`src/hw/rtl/cdq_pkg.sv`:
```
// ----------------------------------------------------------------------------
// cdq_pkg
// Opcodes, status codes and field widths of the double-ended byte queue.
// ----------------------------------------------------------------------------
`default_nettype none

package cdq_pkg;

    localparam int unsigned OpW    = 2;
    localparam int unsigned DataW  = 8;
    localparam int unsigned StatW  = 2;
    localparam int unsigned FillW  = 5;

    typedef enum logic [OpW-1:0] {
        OP_PUSH_BACK  = 2'd0,
        OP_PUSH_FRONT = 2'd1,
        OP_POP_FRONT  = 2'd2,
        OP_POP_BACK   = 2'd3
    } t_op;

    typedef enum logic [StatW-1:0] {
        ST_OK        = 2'd0,
        ST_UNDERFLOW = 2'd1,
        ST_OVERFLOW  = 2'd2
    } t_status;

endpackage

`default_nettype wire

```
`src/hw/rtl/cdq_ram.sv`:
```
// ----------------------------------------------------------------------------
// cdq_ram
// Generic single-write, single-read synchronous RAM with a registered read.
// ----------------------------------------------------------------------------
`default_nettype none

module cdq_ram #(
    parameter int unsigned WIDTH = 8,
    parameter int unsigned DEPTH = 16
) (
    input  wire logic                     i_clk,
    input  wire logic                     i_wr_en,
    input  wire logic [$clog2(DEPTH)-1:0] i_wr_addr,
    input  wire logic [WIDTH-1:0]         i_wr_data,
    input  wire logic                     i_rd_en,
    input  wire logic [$clog2(DEPTH)-1:0] i_rd_addr,
    output logic      [WIDTH-1:0]         o_rd_data
);

    logic [WIDTH-1:0] r_mem [DEPTH];

    always_ff @(posedge i_clk) begin
        if (i_wr_en) begin
            r_mem[i_wr_addr] <= i_wr_data;
        end
        if (i_rd_en) begin
            o_rd_data <= r_mem[i_rd_addr];
        end
    end

endmodule

`default_nettype wire

```
`src/hw/rtl/char_deque_buffer_core.sv`:
```
// ----------------------------------------------------------------------------
// char_deque_buffer_core
// Double-ended byte queue in a circular buffer of DEPTH entries. Each item
// pushes a byte at the back or front, or pops one from the front or back,
// and yields one result with the popped byte, a status (underflow on an
// empty pop, overflow on a full push, which is dropped), the empty flag and
// the fill count (low 5 bits). One item is taken per cycle unless the input
// stalls. The byte store is read at the accepting edge; its registered read
// data moves into the output register when that register is free or being
// drained. The input stalls only when both stages hold an item and the
// output is stalled. Head and count live in registers and are updated at
// acceptance, so a pop right after a push sees the pushed byte. The byte
// store has no reset; only written entries are read.
// ----------------------------------------------------------------------------
`default_nettype none

module char_deque_buffer_core #(
    parameter int unsigned DEPTH = 16
) (
    input  wire logic       i_clk,
    input  wire logic       i_rst_n,
    input  wire logic       i_in_valid,
    output logic            o_in_stall,
    input  wire logic [1:0] i_opcode,
    input  wire logic [7:0] i_data_in,
    output logic            o_out_valid,
    input  wire logic       i_out_stall,
    output logic [7:0]      o_data_out,
    output logic [1:0]      o_status,
    output logic            o_is_empty,
    output logic [4:0]      o_fill_count
);

    localparam int unsigned AW = $clog2(DEPTH);
    localparam int unsigned CW = $clog2(DEPTH + 1);

    // pointer state
    logic [AW-1:0] r_head;
    logic [CW-1:0] r_count;
    logic [AW-1:0] n_head;
    logic [CW-1:0] n_count;

    // stage one: read data arrives from the store
    logic                  r_s1_valid;
    logic                  r_s1_pop;
    cdq_pkg::t_status      r_s1_status;
    logic                  r_s1_empty;
    logic [CW-1:0]         r_s1_count;

    // output register
    logic                  r_out_valid;
    logic [cdq_pkg::DataW-1:0] r_out_data;
    cdq_pkg::t_status      r_out_status;
    logic                  r_out_empty;
    logic [cdq_pkg::FillW-1:0] r_out_count;

    logic                  accept;
    logic                  s1_move;
    cdq_pkg::t_op          op;
    cdq_pkg::t_status      n_status;
    logic                  full;
    logic                  empty;
    logic [AW:0]           sum;
    logic [AW:0]           sum_m1;
    logic [AW-1:0]         back_free;
    logic [AW-1:0]         back_used;
    logic [AW-1:0]         head_dec;
    logic [AW-1:0]         head_inc;
    logic                  wr_en;
    logic [AW-1:0]         wr_addr;
    logic                  rd_en;
    logic [AW-1:0]         rd_addr;
    logic [cdq_pkg::DataW-1:0] rd_data;

    assign s1_move    = !r_out_valid || !i_out_stall;
    assign o_in_stall = r_s1_valid && !s1_move;
    assign accept     = i_in_valid && !o_in_stall;
    assign op         = cdq_pkg::t_op'(i_opcode);

    assign full  = (r_count == CW'(DEPTH));
    assign empty = (r_count == '0);

    // index arithmetic, all sums stay below twice the depth
    assign sum       = (AW+1)'(r_head) + (AW+1)'(r_count);
    assign sum_m1    = sum - (AW+1)'(1);
    assign back_free = (sum >= (AW+1)'(DEPTH)) ? AW'(sum - (AW+1)'(DEPTH)) : sum[AW-1:0];
    assign back_used = (sum_m1 >= (AW+1)'(DEPTH)) ? AW'(sum_m1 - (AW+1)'(DEPTH))
                                                   : sum_m1[AW-1:0];
    assign head_dec  = (r_head == '0) ? AW'(DEPTH - 1) : r_head - AW'(1);
    assign head_inc  = (r_head == AW'(DEPTH - 1)) ? '0 : r_head + AW'(1);

    always_comb begin
        n_head   = r_head;
        n_count  = r_count;
        n_status = cdq_pkg::ST_OK;
        wr_en    = 1'b0;
        wr_addr  = back_free;
        rd_en    = 1'b0;
        rd_addr  = r_head;
        unique case (op)
            cdq_pkg::OP_PUSH_BACK: begin
                if (full) begin
                    n_status = cdq_pkg::ST_OVERFLOW;
                end else begin
                    wr_en   = accept;
                    wr_addr = back_free;
                    n_count = r_count + CW'(1);
                end
            end
            cdq_pkg::OP_PUSH_FRONT: begin
                if (full) begin
                    n_status = cdq_pkg::ST_OVERFLOW;
                end else begin
                    wr_en   = accept;
                    wr_addr = head_dec;
                    n_head  = head_dec;
                    n_count = r_count + CW'(1);
                end
            end
            cdq_pkg::OP_POP_FRONT: begin
                if (empty) begin
                    n_status = cdq_pkg::ST_UNDERFLOW;
                end else begin
                    rd_en   = accept;
                    rd_addr = r_head;
                    n_head  = head_inc;
                    n_count = r_count - CW'(1);
                end
            end
            cdq_pkg::OP_POP_BACK: begin
                if (empty) begin
                    n_status = cdq_pkg::ST_UNDERFLOW;
                end else begin
                    rd_en   = accept;
                    rd_addr = back_used;
                    n_count = r_count - CW'(1);
                end
            end
            default: begin
                n_status = cdq_pkg::ST_OK;
            end
        endcase
    end

    cdq_ram #(
        .WIDTH (cdq_pkg::DataW),
        .DEPTH (DEPTH)
    ) u_store (
        .i_clk     (i_clk),
        .i_wr_en   (wr_en),
        .i_wr_addr (wr_addr),
        .i_wr_data (i_data_in),
        .i_rd_en   (rd_en),
        .i_rd_addr (rd_addr),
        .o_rd_data (rd_data)
    );

    always_ff @(posedge i_clk) begin
        if (!i_rst_n) begin
            r_head      <= '0;
            r_count     <= '0;
            r_s1_valid  <= 1'b0;
            r_out_valid <= 1'b0;
        end else begin
            if (accept) begin
                r_head  <= n_head;
                r_count <= n_count;
            end
            if (accept) begin
                r_s1_valid <= 1'b1;
            end else if (s1_move) begin
                r_s1_valid <= 1'b0;
            end
            if (s1_move) begin
                r_out_valid <= r_s1_valid;
            end
        end
    end

    always_ff @(posedge i_clk) begin
        if (accept) begin
            r_s1_pop    <= rd_en;
            r_s1_status <= n_status;
            r_s1_empty  <= (n_count == '0);
            r_s1_count  <= n_count;
        end
        if (s1_move && r_s1_valid) begin
            r_out_data   <= r_s1_pop ? rd_data : '0;
            r_out_status <= r_s1_status;
            r_out_empty  <= r_s1_empty;
            r_out_count  <= cdq_pkg::FillW'(r_s1_count);
        end
    end

    assign o_out_valid  = r_out_valid;
    assign o_data_out   = r_out_data;
    assign o_status     = r_out_status;
    assign o_is_empty   = r_out_empty;
    assign o_fill_count = r_out_count;

    a_count_bound: assert property (@(posedge i_clk) disable iff (!i_rst_n)
        r_count <= CW'(DEPTH))
        else $error("count above depth");

    a_underflow_keeps_empty: assert property (@(posedge i_clk) disable iff (!i_rst_n)
        (accept && empty && (op == cdq_pkg::OP_POP_FRONT || op == cdq_pkg::OP_POP_BACK))
        |=> (r_count == '0))
        else $error("underflowing pop changed count");

    a_overflow_keeps_head: assert property (@(posedge i_clk) disable iff (!i_rst_n)
        (accept && full && (op == cdq_pkg::OP_PUSH_BACK || op == cdq_pkg::OP_PUSH_FRONT))
        |=> (r_count == CW'(DEPTH)) && (r_head == $past(r_head)))
        else $error("full push changed state");

    a_stall_needs_s1: assert property (@(posedge i_clk) disable iff (!i_rst_n)
        o_in_stall |-> (r_s1_valid && r_out_valid))
        else $error("input stalled with free pipeline");

    a_underflow_data_zero: assert property (@(posedge i_clk) disable iff (!i_rst_n)
        (r_out_valid && r_out_status == cdq_pkg::ST_UNDERFLOW)
        |-> (r_out_data == '0))
        else $error("underflow result carries data");

endmodule

`default_nettype wire

```
`config.mk`:
```
export PLATFORM = sky130hd
export DESIGN_NAME = char_deque_buffer_core
export DESIGN_NICKNAME = d
export VERILOG_FILES = /design/src/hw/rtl/cdq_pkg.sv /design/src/hw/rtl/cdq_ram.sv /design/src/hw/rtl/char_deque_buffer_core.sv
export SDC_FILE = /design/constraint.sdc
export NUM_CORES = 1
export LEC_CHECK = 0
export BUFFER_PORTS_ARGS = -buffer_cell sky130_fd_sc_hd__buf_2
export CAP_MARGIN = 20
export CORE_ASPECT_RATIO = 0.75
export CORE_UTILIZATION = 30
export DETAILED_ROUTE_END_ITERATION = 7
export SLEW_MARGIN = 30
export SYNTH_ARGS = -nofsm -noshare
export SYNTH_HDL_FRONTEND = slang
export SYNTH_SLANG_ARGS = --single-unit
export TNS_END_PERCENT = 50
```
`constraint.sdc`:
```
create_clock -name i_clk -period 5.12 [get_ports i_clk]
set_input_delay 1.024 -clock i_clk [delete_from_list [all_inputs] [get_ports i_clk]]
set_output_delay 1.024 -clock i_clk [all_outputs]
set_load 0.02 [all_outputs]
```
==> metrics.txt, run 1 <==
Slew HR 37.2%; CTS buffer count 17; fmax 282 MHz; Post-Route WL 18.3 mm; largest net degree at the start of global routing 45; Synth cell types 66; met2 Use GR 19.7%; pwr/cell area 399 nW/um^2; unrepaired setup endpoints after global routing false; postcts setup bufs 0; # Max-Cap Violations 0; Pins Over Slew Limit 0; DR WL/cell 19.0 um; final net count 639; worst setup path start r_count[0]$_SDFFE_PN0P_; IO Count 32; worst vdd ir 282 uV; Worst path top cell family by delay simple AND/OR/NAND/NOR gates; share of the synthesized area in the top cell type between 60% and 70%; simple-gate share of the synthesized area a little under an eighth; row cnt 50; crit path DAT 3.69 ns; Compound-Gate Fraction of Synth Area roughly 14%; vias per cell 5.18; Post-synth EDFFs 161; Cells after Synth 575; CORE AREA ~25000 um^2; Starting Density 30.8%; worst slew pin tran ~0.94 ns; fill count around 2500; via count 4984; DR iter-0 viols between 400 and 500; Crit path largest cell delay between 0.7 and 0.8 ns; Worst-Skew Late Latency ~0.43 ns; hold depth 0; Reg2Reg Depth 8; Critical Path Start Type flop; Max Buffers Root-to-Sink 2; worst clock skew 0.0136 ns; cell area after layout ~8900 um^2; Synth async-reset ratio 0%; Setup crit end kind flop; layout cells sized above 1 17.6%; chip height 141 um; total power 3.54 mW; HP Class reg2reg; Post-CTS Resized 0; number of global-route vias before repair ~4700; Die X 187 um; FF+latch count, synth 172; clock slew at reported path FFs 0.07 ns; Syn Nets 602; antenna fix cells 0; mean post-synth cell area 13.5 um^2; CTS H-tree lvls 4; min-delay src r_s1_count[3]$_DFFE_PP_; Period Utilization, post-route between 60% and 70%; CTS hold repair buffers 0; gr usage total between 10% and 20%; CTS tree built; setup tns final 0 ns; Leak Pwr 3.08 nW; grt total ovfl 0; WS Path Type reg2reg; xor and xnor fraction of the mapped netlist area 1.83%; Critical Path, Cell by Cell inv_1, ha_1, or4b_1, nand3_2, nand2_2, a211o_1, a32oi_1, o221ai_1; area leader, netlist edfxtp_1; Seq/Total Area, Yosys ~65%; number of remaining DRC errors 0; Worst R2R Start r_count[0]$_SDFFE_PN0P_; prevailing post-synth register cell edfxtp_1; top cells by area, synth edfxtp_1 62%, dfxtp_1 2.8%, nand2_1 2.7%, o21ai_0 2.2%, ha_1 1.9%; met3 global-route usage 3.56%; routability congestion estimate 0.790; Synth warnings 0; Clk Tree Root Cell clkbuf_16; Hold Fails Final Rpt 0; R2R Setup Slk about 1.6 ns; PortBufs 31; post-layout min period 3.55 ns; worst path buffer plus inverter count 1; Synth-to-Final Area Change 14.6%; Crit-path slowest cell or4b_1; CP required approximately 5.3 ns; Top Usage Layer GRT met1; Pre-antenna DRT Iters 5; post-synthesis mux area share 1.65%; clock sinks roughly 170; global-route wire length before repair 28.0 mm; initial antenna violation count 0; DP Wirelength approximately 12 mm; Setup-failing EPs final 0; Synth Area in Adders 2.20%; CP Max Fanout 24; status complete, no violations; r2r endpoint u_store.o_rd_data[3]$_DFFE_PP_; met1 usage approximately a fifth; Post-Place Cell Area 8300 um^2; die area 26400 um^2; mapped cell area 7740 um^2; WHS Endpoint o_fill_count[3]$_DFFE_PP_; largest family of logic cells by synthesized area compound AO/OA/AOI/OAI gates; Post-DRT Antenna Nets 0
==> worst register-to-register path: cells and delay by family (launching register included) <==
kind                       cells  cell delay, ns
AOI/OAI and AO/OA              3            0.78
buffers and inverters          1            0.14
adders and majority gates      1            0.24
DFF                            1            0.42
and+or+nand+nor                3            1.69
==> cell type report <==
class,instances,area (um^2),share of cell area (%)
flip-flops and latches,172,5050,57.0
multi-input cells,355,2470,27.8
clock buffers,20,479,5.40
well taps,338,423,4.77
repair buffers,50,298,3.36
clock inverters,12,86.3,0.973
inverters,16,60.1,0.677
==> cells in the final DEF (no fill, tap or decap), types with 6 or more instances in the layout <==
cell	instances
clkbuf_16	19
nand2_1	55
clkinvlp_4	6
nand3_1	21
a22oi_1	10
a32oi_1	17
inv_1	15
a211o_1	8
and2_1	14
a211oi_1	8
buf_4	19
a32o_1	8
xnor2_1	7
a21oi_1	14
o21ai_0	34
a31o_1	6
ha_1	12
edfxtp_1	161
o221ai_1	8
nor3_1	19
a311oi_1	10
nor2_1	16
and3_1	15
buf_2	31
mux2i_1	6
dfxtp_1	11
==> cell usage after synthesis (all sizes together), types with 3 or more instances <==
cell and instances:
xnor2 7, mux2 6, a32oi 17, a22oi 10, mux2i 6, nor2 19, a31o 7, o221ai 8
a21o 4, a311oi 10, xor2 4, a211o 8, buf 19, clkbuf 13, dfxtp 11, edfxtp 161
nor2b 3, a211oi 8, inv 15, ha 12, a21oi 16, and3 16, nand4 3, nor3 25
nand3 23, a32o 8, nand2 58, o21ai 36, and2 14
==> metal layers <==
metal  part of all wire, %  routed length [um]  vias to the layer above
li1                      -                   -                     2323
met2                    42                7630                      179
met3                   6.9                1250                       12
met1                    50                9190                     2470
met4                   1.1                 195                        0
met5                     0                   0                        -
==> flip-flops by register name (all words and copies together), names as in the netlist <==
| signal | count |
|---|---|
| o_fill_count | 5 |
| r_s1_pop | 1 |
| o_data_out | 8 |
| r_s1_valid | 1 |
| u_store.r_mem | 128 |
| o_is_empty | 1 |
| r_s1_count | 5 |
| r_head | 4 |
| o_status | 2 |
| o_out_valid | 1 |
| r_count | 5 |
| r_s1_status | 2 |
| u_store.o_rd_data | 8 |
| r_s1_empty | 1 |
==> worst max path at each step <==
| stage | end | slack, ns | cells past startpoint |
|---|---|---|---|
| 4_1_cts | u_store.o_rd_data[3]$_DFFE_PP_ | 1.52 | 8 |
| 6_report | u_store.o_rd_data[3]$_DFFE_PP_ | 1.57 | 8 |
| 3_3_place_gp | u_store.o_rd_data[5]$_DFFE_PP_ | 1.45 | 9 |
| 5_1_grt | u_store.o_rd_data[3]$_DFFE_PP_ | 1.32 | 8 |
| 2_1_floorplan | u_store.r_mem[0][0]$_DFFE_PP_ | 2.18 | 5 |
| 3_5_place_dp | u_store.o_rd_data[4]$_DFFE_PP_ | 1.32 | 9 |
==> report_power, final <==
group	switching [mW]	internal (mW)
clock	0.542	0.679
combinational	0.446	0.231
sequential	0.0357	1.61
==> through the flow <==
stage	std cells	util [%]	worst slack, ns	hold WS [ns]
global placement	931	33.0	1.45	0.404
CTS	963	35.2	1.52	0.423
finish	963	35.3	1.57	0.419
detailed placement	931	33.0	1.32	0.407
global route	963	35.3	1.32	0.426
floorplan	575	-	2.18	0.400
==> cells by family after synthesis <==
logic type                 count (synthesis)
AOI/OAI and AO/OA                        148
DFF                                      172
buffers and inverters                     48
muxes                                     12
and+or+nand+nor                          169
adders and majority gates                 13
xor gates and xnor gates                  13
Note: power is estimated with default switching activity, not from simulation.
==> inputs of run 2 (changes only) <==
==> constraint.sdc (replaced) <==
create_clock -name i_clk -period 2.9 [get_ports i_clk]
set_input_delay 0.58 -clock i_clk [delete_from_list [all_inputs] [get_ports i_clk]]
set_output_delay 0.58 -clock i_clk [all_outputs]
set_load 0.02 [all_outputs]
==> run 2 against run 1 <==
Sequential power increased by 76%; critical path depth is 3 higher; first-iteration DRC count increased by 17%; largest cell class unchanged; highest routed layer unchanged.
==> metrics.txt, run 2 (synthesized netlist as in run 1, its figures left out) <==
via count 5251 (+5.4%); die area 26400 um^2 (unchanged); Pre-antenna DRT Iters 5 (unchanged); Crit path largest cell delay 0.59 ns (-0.16 ns); gr usage total 14.8% (+0.74 points); Top Usage Layer GRT met1; Synth-to-Final Area Change 23.1%; leading cell type in the layout, fill and taps excluded edfxtp_1; antenna fix cells 0 (unchanged); max FFs per register 128 (unchanged); setup tns final 0 ns (unchanged); CP required 3.07 ns (-2.19 ns); Setup-failing EPs final 0 (unchanged); Die X 187 um (unchanged); final hold slack 0.372 ns (-0.0468 ns); routability congestion estimate 0.827 (+4.7%); Starting Density 30.8% (unchanged); Hold Fails Final Rpt 0 (unchanged); unrepaired setup endpoints after global routing true; layout cells sized above 1 25.9% (+8.3 points); largest net degree at the start of global routing 29 (-36%); grt total ovfl 0 (unchanged); clock slew at reported path FFs 0.07 ns (about the same); DR iter-0 viols 562 (+17%); vias per cell 5.20 (+0.45%); chip height 141 um (unchanged); Setup crit end kind flop; number of global-route vias before repair 4831 (+3.3%); fill count 2415 (-1.8%); CTS buffer count 17 (unchanged); global-route wire length before repair 29.1 mm (+4.0%); worst path buffer plus inverter count 3 (+2); initial antenna violation count 0 (unchanged); final net count 686 (+7.4%); Leak Pwr 3.42 nW (+11%); DR WL/cell 19.5 um (+2.6%); HP Class in2reg; fmax 347 MHz (+23%); met3 global-route usage 3.26% (-0.30 points); Critical Path Start Type flop; most frequent cells in the layout 161 x edfxtp_1, 57 x buf_4, 55 x nand2_1, 34 x o21ai_0, 31 x buf_2; Crit-path slowest cell fa_1; Post-Route WL 19.7 mm (+7.6%); Post-DRT Antenna Nets 0 (unchanged); crit path DAT 3.05 ns (-0.64 ns); Worst path top cell family by delay adder cells; P_sw 1.94 mW (+90%); dpl ws -0.187 ns (-1.51 ns); Slew HR 42.7% (+5.4 points); switch share 28.0% (-0.92 points); P_int 4.99 mW (+98%); DP Wirelength 12.8 mm (+7.1%); PortBufs 31 (unchanged); status complete, no violations; # Max-Cap Violations 0 (unchanged); Util after Layout 37.9% (+2.6 points); Clk Tree Root Cell clkbuf_16; worst slew pin tran 0.855 ns (-0.0812 ns); number of remaining DRC errors 0 (unchanged); worst clock skew 0.0112 ns (-0.00240 ns); pwr/cell area 728 nW/um^2 (+82%); Reg with most FFs u_store.r_mem; IO Count 32 (unchanged); Pins Over Slew Limit 0 (unchanged); WS Path Type reg2reg; clock sinks 172 (unchanged); row cnt 50 (unchanged); met1 usage 22.8% (+1.6 points); worst vdd ir 458 uV (+63%); cell area after layout 9520 um^2 (+7.4%); Post-Place Cell Area 8600 um^2 (+3.6%); CP Max Fanout 7 (-71%); CORE AREA 25100 um^2 (unchanged); Logic pwr share 21.4% (+2.3 points); sequential group share of total power 41.6% (-4.8 points); post-layout min period 2.88 ns (-0.668 ns); CP dominant cell by count ha_4; Clk pwr share 36.9% (+2.4 points); Critical Path, Cell by Cell ha_4, fa_1, inv_2, ha_4, nand3_4, buf_12, a311oi_2, a22oi_1, buf_4, a32oi_2, o221ai_1; Worst-Skew Late Latency 0.44 ns (about the same); CTS tree built; Final WS setup 0.0207 ns (-1.55 ns); Period Utilization, post-route 99.3% (+30 points); CTS H-tree lvls 4 (unchanged); Max Buffers Root-to-Sink 2 (unchanged); met2 Use GR 20.5% (+0.82 points)
run 2: final cells by class:
type | count | area, um^2 | area share, %
Sequential cell | 172 | 5060 | 53.1
Multi-Input combinational cell | 357 | 2590 | 27.2
Timing Repair Buffer | 95 | 733 | 7.70
Clock buffer | 17 | 425 | 4.47
Tap cell | 338 | 423 | 4.44
Clock inverter | 15 | 233 | 2.44
Inverter | 16 | 60.1 | 0.631
run 2: layer usage:
layer	vias up	share of wire, %
li1	2433	-
met1	2581	50
met2	218	41
met3	19	8.3
met4	0	1.0
met5	-	0
run 2: timing repair:
action	4_1_cts	5_1_grt
resized for setup	7	16
setup endpoints to repair	7	136
setup buffers	0	6
pin swaps	0	7
cloned	0	4
hold buffers	0	0
run 2: metrics by stage:
step	instances	power (mW)
final	1010	6.93
after global routing	1010	7.19
after CTS	1000	6.83
after detailed placement	968	4.25
after global placement	968	4.24
after floorplan	575	3.80
run 2: worst paths after layout:
check	start	to	slack (ns)	depth (start not counted)
min reg2reg	r_s1_empty$_DFFE_PP_	o_is_empty$_DFFE_PP_	0.42	0
min	i_in_valid	r_s1_valid$_SDFFE_PN0P_	0.37	2
max reg2reg	r_count[0]$_SDFFE_PN0P_	u_store.o_rd_data[7]$_DFFE_PP_	0.02	11
max	r_count[0]$_SDFFE_PN0P_	u_store.o_rd_data[7]$_DFFE_PP_	0.02	11
run 2: power by group through the flow:
stage	Combinational, mW	Clock [mW]	Sequential, mW
global placement	1.31	0	2.94
floorplan	0.857	0	2.94
detailed placement	1.31	0	2.94
finish	1.48	2.56	2.89
global route	1.60	2.69	2.90
CTS	1.35	2.59	2.89
==> inputs of run 3 (changes only) <==
==> constraint.sdc (replaced) <==
create_clock -name i_clk -period 2.9 [get_ports i_clk]
set_input_delay 0.29 -clock i_clk [delete_from_list [all_inputs] [get_ports i_clk]]
set_output_delay 0.29 -clock i_clk [all_outputs]
set_load 0.02 [all_outputs]
==> run 3 against run 2 <==
Sequential power about the same; sequential cell count unchanged; clock skew is 0.0010 ns higher; critical path type unchanged; non-clock buffer count fell by 5; highest routed layer unchanged; combinational power up 4%; clock power down 12%; first-iteration DRC count down 11%; register-to-register slack worse by 0.03 ns; total power decreased by 3.6%; core utilization shrank 0.20 points; maximum frequency shrank 0.96%; the flow now finishes with violations (setup timing); via count decreased by 1.1%.
==> metrics.txt, run 3 (synthesized netlist as in run 1, its figures left out) <==
status finished, violations left; failing checks setup timing; Slew HR 46.4% (+3.8 points); Worst path top cell family by delay compound AO/OA/AOI/OAI gates; CP Max Fanout 8 (+1); worst clock skew 0.0122 ns (+0.00105 ns); via count 5195 (-1.1%); WHS Endpoint r_s1_valid$_SDFFE_PN0P_; Reg2Reg Depth 9 (-2); Leak Pwr 3.34 nW (-2.4%); CTS buffer count 17 (unchanged); most frequent cells in the layout 161 x edfxtp_1, 54 x nand2_1, 52 x buf_4, 34 x o21ai_0, 31 x buf_2; hold depth 2 (unchanged); unrepaired setup endpoints after global routing true; Hold Fails Final Rpt 0 (unchanged); CP required 3.07 ns (about the same); clock sinks 172 (unchanged); WS Path Type reg2reg; initial antenna violation count 0 (unchanged); Pre-antenna DRT Iters 5 (unchanged); Reg with most FFs u_store.r_mem; P_int 4.67 mW (-6.5%); global-route wire length before repair 29.7 mm (+1.8%); number of global-route vias before repair 4748 (-1.7%); Clk pwr share 33.7% (-3.2 points); antenna fix cells 0 (unchanged); Post-DRT Antenna Nets 0 (unchanged); DP Wirelength 13.0 mm (+1.4%); Setup-failing EPs final 1 (+1); CTS tree built; sequential group share of total power 43.2% (+1.6 points); P_sw 2.01 mW (+3.7%); Synth-to-Final Area Change 22.4%; CTS H-tree lvls 4 (unchanged); Worst-Skew Late Latency 0.43 ns (about the same); CP dominant cell by count buf_4; largest net degree at the start of global routing 27 (-6.9%); Crit-path slowest cell fa_1; row cnt 50 (unchanged); Final WS setup -0.00712 ns (-0.0279 ns); Period Utilization, post-route 100% (+0.96 points); fmax 344 MHz (-0.96%); gr usage total 14.9% (about the same); Pins Over Slew Limit 0 (unchanged); Clk Tree Root Cell clkbuf_16; routability congestion estimate 0.835 (+0.96%); CORE AREA 25100 um^2 (unchanged); Starting Density 30.8% (unchanged); worst setup path start r_head[0]$_SDFFE_PN0P_; cell area after layout 9470 um^2 (-0.53%); Multi-input gate area 2670 um^2 (+3.1%); die area 26400 um^2 (unchanged); pwr/cell area 705 nW/um^2 (-3.1%); IO Count 32 (unchanged); Max Buffers Root-to-Sink 2 (unchanged); Logic pwr share 23.1% (+1.7 points); CTS hold repair buffers 0 (unchanged); Die X 187 um (unchanged); switch share 30.1% (+2.1 points); Crit path largest cell delay 0.48 ns (-0.11 ns); r2r endpoint u_store.o_rd_data[3]$_DFFE_PP_; Critical Path Start Type flop; Post-Route WL 19.7 mm (+0.34%); grt total ovfl 0 (unchanged); # Max-Cap Violations 0 (unchanged); setup tns final -0.00712 ns (-0.00712 ns); number of remaining DRC errors 0 (unchanged); layout cells sized above 1 26.2% (+0.27 points); R2R Setup Slk -0.007 ns (-0.03 ns); worst slew pin tran 0.801 ns (-0.0548 ns); Final Non-Filler Cells 1003 (-0.69%); Setup crit end kind flop; fill count 2405 (-0.41%); final hold slack 0.0867 ns (-0.286 ns); worst path buffer plus inverter count 2 (-1); max FFs per register 128 (unchanged); DR iter-0 viols 499 (-11%); HP Class in2reg; clock slew at reported path FFs 0.07 ns (about the same); register area 5060 um^2 (about the same); final net count 679 (-1.0%); Critical Path, Cell by Cell ha_2, fa_1, buf_4, nor3_2, buf_4, xnor3_1, a32o_4, a32oi_4, o221ai_1; PortBufs 31 (unchanged); Worst R2R Start r_head[0]$_SDFFE_PN0P_; crit path DAT 3.08 ns (+0.03 ns); vias per cell 5.18 (-0.38%); min-delay src i_in_valid; DP Cell Count 966 (-0.21%); leading cell type in the layout, fill and taps excluded edfxtp_1; Post-Place Cell Area 8590 um^2 (about the same); post-layout min period 2.91 ns (+0.0279 ns); chip height 141 um (unchanged); DR WL/cell 19.7 um (+1.0%); worst vdd ir 470 uV (+2.5%)
run 3: final cells by class:
cell class	instances	area share [%]
Clock buffer	17	4.49
Sequential cell	172	53.4
Tap cell	338	4.46
Multi-Input combinational cell	355	28.2
Clock inverter	15	1.62
Inverter	16	0.634
Timing Repair Buffer	90	7.20
run 3: worst max-delay path by stage:
stage / endpoint / slack (ns) / cells after the start
after floorplan: u_store.r_mem[0][0]$_DFFE_PP_ / -0.02 / 8
after global placement: u_store.o_rd_data[2]$_DFFE_PP_ / -0.19 / 9
after detailed placement: u_store.o_rd_data[2]$_DFFE_PP_ / -0.19 / 9
after CTS: u_store.o_rd_data[5]$_DFFE_PP_ / -0.004 / 9
after global routing: u_store.o_rd_data[2]$_DFFE_PP_ / -0.09 / 10
final: u_store.o_rd_data[3]$_DFFE_PP_ / -0.007 / 9
run 3: per-layer routing:
| metal | track usage, % | up-vias | wire length (um) |
|---|---|---|---|
| met3 | 3.56 | 13 | 1400 |
| li1 | - | 2409 | - |
| met5 | 0 | - | 0 |
| met1 | 24.0 | 2551 | 10300 |
| met2 | 19.4 | 222 | 7880 |
| met4 | 3.51 | 0 | 156 |
run 3: repair_timing:
item,in CTS,in global routing
gates resized for setup,14,22
setup endpoints to repair,7,87
buffers inserted,2,2
pin swaps,2,5
gates cloned,0,1
run 3: metrics by stage:
| stage | util [%] | setup WS (ns) | power, mW |
|---|---|---|---|
| after global placement | 34.2 | -0.185 | 4.25 |
| after global routing | 37.7 | -0.0892 | 6.93 |
| final | 37.7 | -0.00712 | 6.68 |
| after CTS | 36.9 | -0.00371 | 6.59 |
| after detailed placement | 34.2 | -0.193 | 4.27 |
| after floorplan | - | -0.0174 | 3.80 |
run 3: power by group through the flow:
| stage | clock [mW] | sequential (mW) | combinational, mW |
|---|---|---|---|
| floorplan | 0 | 2.94 | 0.857 |
| global placement | 0 | 2.94 | 1.31 |
| detailed placement | 0 | 2.94 | 1.32 |
| CTS | 2.28 | 2.89 | 1.42 |
| global route | 2.38 | 2.90 | 1.65 |
| finish | 2.25 | 2.89 | 1.54 |
run 3: worst register-to-register path, cell delays in order, from the launching register on:
cell and delay, ns:
dfxtp_1 0.32, ha_2 0.19, fa_1 0.48, buf_4 0.17, nor3_2 0.16, buf_4 0.14, xnor3_1 0.34, a32o_4 0.37
a32oi_4 0.32, o221ai_1 0.16
